`config.mk`:
```
export PLATFORM = sky130hd
export DESIGN_NAME = session_retry_timer_table_core
export DESIGN_NICKNAME = d
export VERILOG_FILES = /design/src/srtt_pkg.sv /design/src/srtt_ram.sv /design/src/srtt_tick_upd.sv /design/src/srtt_id_alloc.sv /design/src/session_retry_timer_table_core.sv
export VERILOG_INCLUDE_DIRS = /design/src /design/src/src
export SDC_FILE = /design/constraint.sdc
export NUM_CORES = 1
export LEC_CHECK = 0
export BUFFER_PORTS_ARGS = -buffer_cell sky130_fd_sc_hd__clkbuf_2
export CORE_ASPECT_RATIO = 1.2
export CORE_MARGIN = 5
export CORE_UTILIZATION = 45
export CTS_BUF_LIST = sky130_fd_sc_hd__clkbuf_4
export DETAILED_ROUTE_END_ITERATION = 10
export GPL_ROUTABILITY_DRIVEN = 0
export PLACE_DENSITY = 0.6
export REMOVE_ABC_BUFFERS = 1
export SLEW_MARGIN = 25
export SYNTH_ARGS = -nofsm -noshare
export SYNTH_HDL_FRONTEND = slang
export SYNTH_SLANG_ARGS = --single-unit
```
`constraint.sdc`:
```
create_clock -name clk -period 7.95 [get_ports clk]
set_clock_uncertainty 0.2 [all_clocks]
set_input_delay 1.1925 -clock clk [delete_from_list [all_inputs] [get_ports clk]]
set_output_delay 1.1925 -clock clk [all_outputs]
set_load 0.03 [all_outputs]
```
`src/session_retry_timer_table_core_assert.svh`:
```
// Assertion macros for the session retry timer table core.
// Used by modules that have clk and arst_n in scope.
`ifndef SESSION_RETRY_TIMER_TABLE_CORE_ASSERT_SVH
`define SESSION_RETRY_TIMER_TABLE_CORE_ASSERT_SVH

// Hold cons in the same cycle as ante.
`define SRTT_ASSERT_NOW(lbl, ante, cons, msg) \
	lbl: assert property (@(posedge clk) disable iff (!arst_n) (ante) |-> (cons)) \
		else $error(msg);

// Hold cons in the cycle after ante.
`define SRTT_ASSERT_NEXT(lbl, ante, cons, msg) \
	lbl: assert property (@(posedge clk) disable iff (!arst_n) (ante) |=> (cons)) \
		else $error(msg);

`endif

```
`src/srtt_pkg.sv`:
```
// Shared types and constants for the session retry timer table core.
// No dependencies.
`timescale 1ns / 1ps

package srtt_pkg;

	localparam int IdW        = 8;
	localparam int TimerW     = 16;
	localparam int RetryW     = 8;
	localparam int CfgIdxW    = 1;
	localparam int CfgW       = 16;
	localparam int MaxResults = 16;
	localparam int EvCntW     = 5;

	localparam logic [TimerW-1:0] TimeoutReset = 16'd3000;
	localparam logic [RetryW-1:0] RetryReset   = 8'd3;
	localparam logic [IdW-1:0]    IdReset      = 8'd1;
	localparam logic [IdW-1:0]    IdMax        = 8'd255;

	typedef enum logic [1:0] {
		ACT_ALLOC = 2'd0,
		ACT_ARM   = 2'd1,
		ACT_TICK  = 2'd2,
		ACT_CLEAR = 2'd3
	} action_t;

	typedef enum logic [1:0] {
		EV_ALLOC  = 2'd0,
		EV_RETX   = 2'd1,
		EV_EXPIRE = 2'd2
	} event_kind_t;

	typedef enum logic [CfgIdxW-1:0] {
		CFG_TIMEOUT = 1'b0,
		CFG_RETRY   = 1'b1
	} cfg_reg_t;

	typedef enum logic [1:0] {
		ST_IDLE,
		ST_SCAN,
		ST_FINISH,
		ST_DRAIN
	} state_t;

	typedef struct packed {
		logic [IdW-1:0]    id;
		logic              waiting;
		logic [RetryW-1:0] retries;
		logic [TimerW-1:0] timer;
	} entry_t;

	typedef struct packed {
		logic        due;
		event_kind_t kind;
	} tick_res_t;

	typedef struct packed {
		logic clr;
		logic scan;
	} alloc_ctl_t;

endpackage

```
`src/srtt_ram.sv`:
```
// Generic simple dual-port RAM with one write port and a registered read.
// No dependencies.
`timescale 1ns / 1ps

module srtt_ram #(
	parameter int WIDTH = 33,
	parameter int DEPTH = 16
) (
	input  logic                                          clk,
	input  logic                                          we,
	input  logic [((DEPTH > 1) ? $clog2(DEPTH) : 1)-1:0] waddr,
	input  logic [WIDTH-1:0]                              wdata,
	input  logic                                          re,
	input  logic [((DEPTH > 1) ? $clog2(DEPTH) : 1)-1:0] raddr,
	output logic [WIDTH-1:0]                              rdata
);

	logic [WIDTH-1:0] mem [DEPTH];

	always_ff @(posedge clk) begin
		if (we) begin
			mem[waddr] <= wdata;
		end
		if (re) begin
			rdata <= mem[raddr];
		end
	end

endmodule

```
`src/srtt_tick_upd.sv`:
```
// Per-entry timer update for a tick: saturating countdown, reload or expiry.
// Depends on srtt_pkg.
`timescale 1ns / 1ps

module srtt_tick_upd import srtt_pkg::*; (
	input  entry_t              ent,
	input  logic [TimerW-1:0]   elapsed,
	input  logic [TimerW-1:0]   timeout,
	input  logic [RetryW-1:0]   limit,
	output entry_t              nxt,
	output tick_res_t           res
);

	logic [TimerW-1:0] left;

	always_comb begin
		left = (ent.timer > elapsed) ? (ent.timer - elapsed) : '0;
		nxt = ent;
		res.due = 1'b0;
		res.kind = EV_RETX;
		if (ent.waiting) begin
			nxt.timer = left;
			if (left == '0) begin
				res.due = 1'b1;
				if (ent.retries < limit) begin
					nxt.timer = timeout;
					nxt.retries = ent.retries + 1'b1;
					res.kind = EV_RETX;
				end else begin
					nxt.waiting = 1'b0;
					res.kind = EV_EXPIRE;
				end
			end
		end
	end

endmodule

```
`src/srtt_id_alloc.sv`:
```
// Free id search: marks ids in use near next_id during a table scan,
// then picks the first unused one. Depends on srtt_pkg.
`timescale 1ns / 1ps

module srtt_id_alloc import srtt_pkg::*; #(
	parameter int SESSIONS = 16
) (
	input  logic            clk,
	input  logic            arst_n,
	input  alloc_ctl_t      ctl,
	input  logic [IdW-1:0]  ent_id,
	input  logic [IdW-1:0]  next_id,
	output logic [IdW-1:0]  pick_id,
	output logic [IdW-1:0]  after_id
);

	localparam int SlotW = (SESSIONS > 1) ? $clog2(SESSIONS) : 1;

	logic [SESSIONS-1:0] used_q;
	logic [IdW:0]        diff;
	logic [IdW:0]        off;
	logic [SlotW-1:0]    sel;
	logic [IdW:0]        sum;

	always_comb begin
		diff = {1'b0, ent_id} - {1'b0, next_id};
		off  = diff[IdW] ? (diff + {1'b0, IdMax}) : diff;
	end

	always_ff @(posedge clk or negedge arst_n) begin
		if (!arst_n) begin
			used_q <= '0;
		end else if (ctl.clr) begin
			used_q <= '0;
		end else if (ctl.scan && ent_id != '0 && off < (IdW+1)'(SESSIONS)) begin
			used_q[off[SlotW-1:0]] <= 1'b1;
		end
	end

	always_comb begin
		sel = '0;
		for (int i = SESSIONS - 1; i >= 0; i--) begin
			if (!used_q[i]) begin
				sel = SlotW'(i);
			end
		end
		sum = {1'b0, next_id} + (IdW+1)'(sel);
		if (sum > {1'b0, IdMax}) begin
			sum = sum - {1'b0, IdMax};
		end
		pick_id  = sum[IdW-1:0];
		after_id = (pick_id == IdMax) ? IdReset : (pick_id + 1'b1);
	end

endmodule

```
`src/session_retry_timer_table_core.sv`:
```
// Session retry timer table: a table of SESSIONS sessions held in one RAM word per
// entry, walked one entry per cycle through a single read port, unless a tick event
// waits on a stalled output, and written back. An item is accepted, the table is
// streamed through the RAM read port, then the last word is written back or flushed;
// a stalled output holds it longer. Allocate and tick give their words through a
// one-word output register; the last word of an item carries last_event. Reset needs
// no clearing pass: per-entry valid flags make unwritten entries read as free.
// Depends on srtt_pkg, srtt_ram, srtt_tick_upd, srtt_id_alloc.
`timescale 1ns / 1ps

module session_retry_timer_table_core import srtt_pkg::*; #(
	parameter int SESSIONS = 16
) (
	input  logic               clk,
	input  logic               arst_n,
	input  logic               in_valid,
	output logic               in_stall,
	input  logic [1:0]         action,
	input  logic [IdW-1:0]     sess_id,
	input  logic [TimerW-1:0]  elapsed_ms,
	output logic               out_valid,
	input  logic               out_stall,
	output logic [1:0]         event_kind,
	output logic [IdW-1:0]     event_id,
	output logic               last_event,
	input  logic               cfg_we,
	input  logic [CfgIdxW-1:0] cfg_index,
	input  logic [CfgW-1:0]    cfg_data
);

	`include "session_retry_timer_table_core_assert.svh"

	localparam int SlotW = (SESSIONS > 1) ? $clog2(SESSIONS) : 1;
	localparam int CntW  = $clog2(SESSIONS + 1);
	localparam int EntW  = $bits(entry_t);

	state_t            state_q, state_d;
	action_t           act_q;
	logic [IdW-1:0]    sid_q;
	logic [TimerW-1:0] elap_q;
	logic [TimerW-1:0] timeout_q;
	logic [RetryW-1:0] limit_q;
	logic [IdW-1:0]    next_id_q;
	logic [SESSIONS-1:0] valid_q;

	logic [CntW-1:0]   rd_cnt_q;
	logic              s1_vld_s1;
	logic [SlotW-1:0]  addr_s1;
	logic              vbit_s1;

	logic              found_q;
	logic [SlotW-1:0]  slot_q;
	entry_t            ent_q;

	logic              pend_vld_q;
	event_kind_t       pend_kind_q;
	logic [IdW-1:0]    pend_id_q;
	logic [EvCntW-1:0] ev_cnt_q;

	logic              out_vld_q;
	event_kind_t       out_kind_q;
	logic [IdW-1:0]    out_id_q;
	logic              out_last_q;

	logic              accept;
	logic              out_free;
	logic              scan_more;
	logic              issue;
	logic              hold;
	logic              s1_adv;
	logic              rec;
	logic              match;
	logic              is_tick;
	logic [SlotW-1:0]  raddr;
	logic              ram_we;
	logic [SlotW-1:0]  ram_waddr;
	entry_t            ram_wdata;
	logic [EntW-1:0]   ram_rdata;
	entry_t            ent_s1;
	entry_t            upd;
	tick_res_t         res;
	alloc_ctl_t        actl;
	logic [IdW-1:0]    pick_id;
	logic [IdW-1:0]    after_id;
	logic              push;
	event_kind_t       push_kind;
	logic [IdW-1:0]    push_id;
	logic              push_last;
	logic              alloc_done;

	srtt_ram #(
		.WIDTH(EntW),
		.DEPTH(SESSIONS)
	) u_ram (
		.clk  (clk),
		.we   (ram_we),
		.waddr(ram_waddr),
		.wdata(EntW'(ram_wdata)),
		.re   (issue),
		.raddr(raddr),
		.rdata(ram_rdata)
	);

	srtt_tick_upd u_tick (
		.ent    (ent_s1),
		.elapsed(elap_q),
		.timeout(timeout_q),
		.limit  (limit_q),
		.nxt    (upd),
		.res    (res)
	);

	srtt_id_alloc #(
		.SESSIONS(SESSIONS)
	) u_id (
		.clk     (clk),
		.arst_n  (arst_n),
		.ctl     (actl),
		.ent_id  (ent_s1.id),
		.next_id (next_id_q),
		.pick_id (pick_id),
		.after_id(after_id)
	);

	assign accept    = in_valid && !in_stall;
	assign out_free  = !out_vld_q || !out_stall;
	assign ent_s1    = vbit_s1 ? entry_t'(ram_rdata) : '0;
	assign is_tick   = (act_q == ACT_TICK);
	assign rec       = res.due && (ev_cnt_q < EvCntW'(MaxResults));
	assign hold      = is_tick && rec && pend_vld_q && !out_free;
	assign s1_adv    = s1_vld_s1 && !hold && (state_q == ST_SCAN);
	assign scan_more = rd_cnt_q < CntW'(SESSIONS);
	assign raddr     = rd_cnt_q[SlotW-1:0];
	assign match     = (act_q == ACT_ALLOC) ? (ent_s1.id == '0) :
		(sid_q != '0 && ent_s1.id == sid_q);
	assign actl      = '{clr: accept, scan: s1_adv && (act_q == ACT_ALLOC)};

	assign out_valid  = out_vld_q;
	assign event_kind = out_kind_q;
	assign event_id   = out_id_q;
	assign last_event = out_last_q;

	always_comb begin
		state_d    = state_q;
		in_stall   = 1'b1;
		issue      = 1'b0;
		ram_we     = 1'b0;
		ram_waddr  = addr_s1;
		ram_wdata  = upd;
		push       = 1'b0;
		push_kind  = pend_kind_q;
		push_id    = pend_id_q;
		push_last  = 1'b0;
		alloc_done = 1'b0;
		case (state_q)
			ST_IDLE: begin
				in_stall = 1'b0;
				if (in_valid) begin
					state_d = ST_SCAN;
				end
			end
			ST_SCAN: begin
				issue = scan_more && (!s1_vld_s1 || s1_adv);
				if (s1_adv && is_tick && ent_s1.waiting) begin
					ram_we = 1'b1;
				end
				if (s1_adv && is_tick && rec && pend_vld_q) begin
					push = 1'b1;
				end
				if (!scan_more && (!s1_vld_s1 || s1_adv)) begin
					state_d = is_tick ? ST_DRAIN : ST_FINISH;
				end
			end
			ST_FINISH: begin
				ram_waddr = slot_q;
				case (act_q)
					ACT_ALLOC: begin
						if (out_free) begin
							push       = 1'b1;
							push_kind  = EV_ALLOC;
							push_id    = found_q ? pick_id : '0;
							push_last  = 1'b1;
							alloc_done = found_q;
							ram_we     = found_q;
							ram_wdata  = '{id: pick_id, waiting: 1'b0,
								retries: ent_q.retries, timer: timeout_q};
							state_d    = ST_IDLE;
						end
					end
					ACT_ARM: begin
						ram_we    = found_q;
						ram_wdata = '{id: ent_q.id, waiting: 1'b1,
							retries: '0, timer: timeout_q};
						state_d   = ST_IDLE;
					end
					ACT_CLEAR: begin
						ram_we    = found_q;
						ram_wdata = '{id: '0, waiting: 1'b0,
							retries: ent_q.retries, timer: ent_q.timer};
						state_d   = ST_IDLE;
					end
					default: begin
						state_d = ST_IDLE;
					end
				endcase
			end
			ST_DRAIN: begin
				if (!pend_vld_q) begin
					state_d = ST_IDLE;
				end else if (out_free) begin
					push      = 1'b1;
					push_last = 1'b1;
					state_d   = ST_IDLE;
				end
			end
			default: begin
				state_d = ST_IDLE;
			end
		endcase
	end

	always_ff @(posedge clk or negedge arst_n) begin
		if (!arst_n) begin
			state_q <= ST_IDLE;
		end else begin
			state_q <= state_d;
		end
	end

	always_ff @(posedge clk or negedge arst_n) begin
		if (!arst_n) begin
			timeout_q <= TimeoutReset;
			limit_q   <= RetryReset;
		end else if (cfg_we) begin
			case (cfg_reg_t'(cfg_index))
				CFG_TIMEOUT: timeout_q <= cfg_data;
				CFG_RETRY:   limit_q   <= cfg_data[RetryW-1:0];
				default: begin
				end
			endcase
		end
	end

	always_ff @(posedge clk) begin
		if (accept) begin
			act_q  <= action_t'(action);
			sid_q  <= sess_id;
			elap_q <= elapsed_ms;
		end
		if (issue) begin
			addr_s1 <= raddr;
		end
		if (s1_adv && match && !found_q) begin
			slot_q <= addr_s1;
			ent_q  <= ent_s1;
		end
		if (s1_adv && is_tick && rec) begin
			pend_kind_q <= res.kind;
			pend_id_q   <= ent_s1.id;
		end
		if (push) begin
			out_kind_q <= push_kind;
			out_id_q   <= push_id;
			out_last_q <= push_last;
		end
	end

	always_ff @(posedge clk or negedge arst_n) begin
		if (!arst_n) begin
			rd_cnt_q   <= '0;
			s1_vld_s1  <= 1'b0;
			vbit_s1    <= 1'b0;
			found_q    <= 1'b0;
			pend_vld_q <= 1'b0;
			ev_cnt_q   <= '0;
			out_vld_q  <= 1'b0;
			valid_q    <= '0;
			next_id_q  <= IdReset;
		end else begin
			if (accept) begin
				rd_cnt_q   <= '0;
				s1_vld_s1  <= 1'b0;
				found_q    <= 1'b0;
				pend_vld_q <= 1'b0;
				ev_cnt_q   <= '0;
			end else begin
				if (issue) begin
					rd_cnt_q  <= rd_cnt_q + 1'b1;
					s1_vld_s1 <= 1'b1;
					vbit_s1   <= valid_q[raddr];
				end else if (s1_adv) begin
					s1_vld_s1 <= 1'b0;
				end
				if (s1_adv && match) begin
					found_q <= 1'b1;
				end
				if (s1_adv && is_tick && rec) begin
					pend_vld_q <= 1'b1;
					ev_cnt_q   <= ev_cnt_q + 1'b1;
				end else if (state_q == ST_DRAIN && push) begin
					pend_vld_q <= 1'b0;
				end
			end
			if (ram_we) begin
				valid_q[ram_waddr] <= 1'b1;
			end
			if (alloc_done) begin
				next_id_q <= after_id;
			end
			if (push) begin
				out_vld_q <= 1'b1;
			end else if (out_vld_q && !out_stall) begin
				out_vld_q <= 1'b0;
			end
		end
	end

	`SRTT_ASSERT_NOW(a_no_overrun, push, out_free, "output word overwritten while stalled")
	`SRTT_ASSERT_NOW(a_rw_apart, ram_we && issue, ram_waddr != raddr,
		"RAM read and write hit the same entry")
	`SRTT_ASSERT_NOW(a_ev_cap, 1'b1, ev_cnt_q <= EvCntW'(MaxResults),
		"event count beyond limit")
	`SRTT_ASSERT_NOW(a_id_nonzero, 1'b1, next_id_q != '0, "next id is zero")
	`SRTT_ASSERT_NEXT(a_drain_empty, state_q == ST_DRAIN && state_d == ST_IDLE,
		!pend_vld_q, "pending word left after tick")

endmodule

```
; ---- Word-level counts from Yosys, hierarchy flattened
; Memory sizes are Yosys's and may differ from the RTL's. A register that Yosys moved wholly into a read port is not among the register bits.
; Cells that the tools add are included.
[word_totals]
regBits = 168
ram_bits = 528
input_bits = 48
out_inout_bits = 13
elab_cells = 197
mem_count = 1
[memory_table]
columns = name, depth, word_bits, rd, rd_ports_with_merged_regs, write_ports, line
row1 = u_ram.mem, 16, 33, 1, 1, 1, srtt_ram.sv:18  ; logic [WIDTH-1:0] mem [DEPTH];
[op_classes]
add_sub_neg = 9
order_cmp = 11
n_eq_ne = 10
n_mux = 85
n_bitwise = 4
n_reduce_logical = 51
[op_table]
columns = operator, count
row1 = 33-bit two-way mux, 3
row2 = 33-bit case mux with 3 select lines, 1
row3 = 4-bit two-way mux, 17
row4 = 25-bit two-way mux, 2
row5 = 16-bit two-way mux, 3
row6 = 8-bit two-way mux, 6
row7 = 16-bit OR, 2
row8 = 1-bit two-way mux, 28
row9 = 24-bit two-way mux, 1
row10 = 1-bit logical AND, 23
row11 = 5-bit two-way mux, 4
row12 = 2-bit two-way mux, 9
row13 = "8-bit by 1-bit adder with 8-bit output, second input constant", 2
row14 = 16-bit > comparator, 1
row15 = 16-bit logical NOT, 1
row16 = 8-bit nonzero test, 2
row17 = 16-bit subtractor, 1
row18 = "4-bit by 5-bit less-than comparator with 1-bit output, second input constant", 3
row19 = "5-bit by 1-bit adder with 5-bit output, second input constant", 2
row20 = "5-bit less-than comparator, second input constant", 2
row21 = 2-bit AND reduction, 5
row22 = 2-bit nonzero test, 5
row23 = 8-bit by 4-bit adder with 9-bit output, 1
row24 = "9-bit by 8-bit adder with 9-bit output, second input constant", 1
row25 = other kinds (26), 45

; ---- Longest topological paths before layout
[logic_depth]
word_depth = 23
depth_mapped = 24
depth_no_buf = 24

; ---- Hierarchy
; A second synthesis with hierarchy kept.
[hier_totals]
cells_unflattened = 1951
area_unflattened_um2 = 31794.2
[by_module_without_submodules]
columns = mod, n_inst, cells_per_inst, area_each_um2, seq_area_each_um2
row1 = srtt_ram, 1, 864, 20960.1, 16846.2
row2 = session_retry_timer_table_core, 1, 546, 6842.8, 4251.6
row3 = srtt_id_alloc, 1, 279, 2155.8, 400.4
row4 = srtt_tick_upd, 1, 262, 1835.5, 0.0

; ---- Worst setup path before layout
; OpenSTA, ideal clock, no wires.
[synth_path]
path_kind = flip-flop to flip-flop
startpoint = register vbit_s1
endpoint = register ent_q[0] (netlist bit) (enable)
setup_ns = 0.474
arrival_time_ns = 5.531
t_required_ns = 7.276
path_slack_ns = 1.745
stages_incl_launch_ff = 16
n_path_buf = 4
period_less_slack_ns = 6.205
cell_sequence = dfrtp_1 clkbuf_1 clkbuf_1 clkbuf_1 and2_1 ha_1 buf_4 a21o_1 a31o_1 a311o_1 a31oi_1 xor2_2 nand4_4 o21a_4 nor3_1 nor3_1
[synth_rtl]
columns = item, line
row1 = "start, declared", session_retry_timer_table_core.sv:49  ; logic vbit_s1;
row2 = "start signal, assigned", session_retry_timer_table_core.sv:290  ; vbit_s1 <= valid_q[raddr];
row3 = "end signal, assigned", session_retry_timer_table_core.sv:255  ; ent_q <= ent_s1;
row4 = "end, declared", session_retry_timer_table_core.sv:53  ; entry_t ent_q;

==> out/results.txt <==
status: completed
dpl cell area: 33080 µm²
Initial DRT Pass Iterations: 6
CTS tree: done
routed via count: 18607
cell internal pwr: 8.603 mW
post-route ant nets: 0
total wire length: 79710 µm
P&R area growth vs syn: 12.96%
f_max: 0.1722 GHz
Synth Flop Type: edfxtp_1
top cells by area, synth: edfxtp_1 (62%), mux4_2 (12%), dfrtp_1 (5.7%), ha_1 (1.8%), a21oi_1 (1.6%)
worst path required time: 8.37 ns
commonest non-fill, non-tap cell in the layout: edfxtp_1
WS Path Type: flop to flop
clock root buffer: clkbuf_4
WL per Instance: 25.57 µm
Critical path buffers and inverters: 3
Flop pwr share: 41.2%
share of layout cells above drive strength 1: 30.02%
kind of end point of the critical path: flop
switching part of the total: 35.48%
Synth Area per Inst: 16.92 µm²
worst skew pair latency: 1.00 ns
Worst path top cell family by delay: compound AO/OA/AOI/OAI gates
sequential area share after synthesis: 68.41%
total gr overflow: 0
clock period minus worst slack: 5.809 ns
Reg2Reg Depth: 14
synthesized area: 31430 µm²
largest net degree at the start of global routing: 56
library cells used by synthesis: 93
vias per cell: 5.968
final-report max-slew violation count: 0
vias in the first global route: 19159
EDFF count, synth: 648
synth warn: 0
Yosys top cell area share: 61.92%
setup_tns: 0 ns
crit path max fanout: 22
worst r2r dst: u_ram.mem[1][30]
DP Worst Slack: 2.058 ns
Final Hold Viols: 0
Worst Hold Class: input pin to flop
die height: 299.5 µm
first-pass GRT wire length: 119700 µm
largest area contributor in the netlist: edfxtp_1
LEAKAGE: 12.04 nW
clock slew at reported path FFs: 0.07 ns
Initial Util: 45.22%
PortBufs: 60
Remaining DRCs: 0
Die X: 251.2 µm
Clock power frac: 23.4%
Hold Worst Slack: 0.1679 ns
Worst R2R Start: vbit_s1
fin area: 35500 µm²
crit share post-route: 73.07%
cell chain of the critical path: buf_4, inv_1, nor2_1, ha_1, a21oi_1, mux2_2, a211o_1, a311oi_1, nor2_1, nand4_4, o21ai_4, a311o_1, a21oi_4, buf_4
Post-Synthesis Cells: 1857
antenna violations before repair: 2
Longest Clk Path Bufs: 3
H-tree levels: 4
Power Density: 375.6 nW/µm²
total chip power: 13.34 mW
max-cap viol count: 0
Initial DRC Count: 1638
Worst slew margin: 28.70%
nets@finish: 2151
Max IR drop VDD: 0.0001579 V
row count: 106
switching power: 4.732 mW
Hold Crit Start: sess_id[0]
R2R setup slack: 2.14 ns
post-DP HPWL: 46570 µm
asr flop ratio synth: 11.11%
most frequent cells in the layout: edfxtp_1 (648), clkbuf_4 (260), mux4_2 (170)
number of top-level pins: 61
Global Route Usage Sum: 21.20%
final setup margin: 2.141 ns
Crit path arrival time: 6.23 ns
Core ar.: 69500 µm²
max incr delay on CP: 0.93 ns
RSZ-0062 raised after global routing: no
clock sinks: 729
Logic pwr share: 35.4%
register bit count reported by yosys: 729
worst-margin pin slew: 1.069 ns
final setup fails: 0
hold endpoint: sid_q[0]
Min-Delay Path Depth: 1
slowest CP cell: dfrtp_1
Post-CTS Setup Bufs: 0
CTS Buf Count: 179
Die Area: 75250 µm²
kind of start point of the critical path: flop
worst reg2reg max path, cell delays in order, from the launching register on:
cell and delay (ns):
dfrtp_1 0.93, buf_4 0.37, inv_1 0.10, nor2_1 0.17
ha_1 0.33, a21oi_1 0.35, mux2_2 0.38, a211o_1 0.23
a311oi_1 0.33, nor2_1 0.15, nand4_4 0.16, o21ai_4 0.19
a311o_1 0.50, a21oi_4 0.60, buf_4 0.44
sequential cells by signal, indices dropped and copies added (netlist names), 2 cells and up:
signal       count
event_id         8
addr_s1          4
slot_q           4
u_ram.rdata     33
ent_q           32
timeout_q       16
rd_cnt_q         5
state_q          2
u_ram.mem      528
sid_q            8
pend_id_q        8
act_q            2
limit_q          8
event_kind       2
u_id.used_q     16
elap_q          16
pend_kind_q      2
ev_cnt_q         5
next_id_q        8
valid_q         16
how the worst max path moves through the flow:
stage	cells past startpoint	slack, ns	startpoint	end
6_report	14	2.14	vbit_s1	u_ram.mem[1][30]
3_3_place_gp	13	2.23	vbit_s1	u_ram.mem[14][4]
4_1_cts	13	2.00	vbit_s1	u_ram.mem[1][4]
3_5_place_dp	13	2.06	vbit_s1	u_ram.mem[12][4]
5_1_grt	13	1.84	vbit_s1	event_id[3]
2_1_floorplan	3	0.93	rd_cnt_q[0]	vbit_s1
cell usage after synthesis (13+ instances only):
| library cell | n |
|---|---|
| buf_1 | 22 |
| o21ai_0 | 39 |
| dfrtp_1 | 71 |
| o22ai_1 | 48 |
| or2_1 | 17 |
| a222oi_1 | 14 |
| and2_1 | 28 |
| a22o_1 | 13 |
| a32o_1 | 16 |
| xnor2_1 | 26 |
| inv_1 | 77 |
| nand3_1 | 34 |
| a21oi_1 | 99 |
| mux4_2 | 170 |
| xor2_1 | 16 |
| ha_1 | 46 |
| nor2_1 | 59 |
| edfxtp_1 | 648 |
| nor3_1 | 19 |
| nand4_1 | 16 |
| mux2_2 | 27 |
| clkbuf_1 | 62 |
| a21o_1 | 13 |
| nand2_1 | 81 |
per-layer routing:
| metal | global-route usage (%) | vias up | wire length (µm) |
|---|---|---|---|
| li1 | - | 8058 | - |
| met5 | 0 | - | 0 |
| met1 | 27.80 | 9635 | 32290 |
| met4 | 6.655 | 0 | 1830 |
| met3 | 4.981 | 148 | 5152 |
| met2 | 35.45 | 766 | 40440 |
final cells by class:
type	instances	area (µm²)
tap	918	1149
sequential	729	21510
inverter	79	297.8
fill	5793	34000
clock inverter	62	360.3
timing repair buffer	106	650.6
clock buffer	260	1952
antenna	5	12.51
multi-input combinational	959	9572
stage by stage:
step | instances | utilization (%)
floorplan | 1767 | -
global placement | 2790 | 47.59
detailed placement | 2790 | 47.60
CTS | 3113 | 50.94
global route | 3118 | 51.08
finish | 3118 | 51.08
power groups by stage:
| stage | logic [mW] | registers, mW | clock network [mW] |
|---|---|---|---|
| global placement | 4.49 | 5.59 | 0 |
| finish | 4.72 | 5.50 | 3.11 |
| global route | 5.13 | 5.53 | 3.43 |
| floorplan | 3.26 | 5.65 | 0 |
| detailed placement | 4.63 | 5.59 | 0 |
| CTS | 4.65 | 5.51 | 3.22 |
timing repair:
item | CTS | global route
endpoints found under the setup margin | 0 | 0
gates resized for setup | 0 | 0
hold buffers | 1 | 0
endpoints found under the hold margin | 21 | 0
kinds of logic (layout without fill, tap and decap cells):
family,Yosys count,count (layout),synth area share [%]
other,0,5,0
and+or+nand+nor,317,317,5.243
xor gates and xnor gates,43,43,1.222
DFF,729,729,68.41
buffers and inverters,169,507,2.078
AOI/OAI and AO/OA,348,348,7.712
muxes,202,202,13.32
adders and majority gates,49,49,2.022
Power figures use the tool's default switching activity.
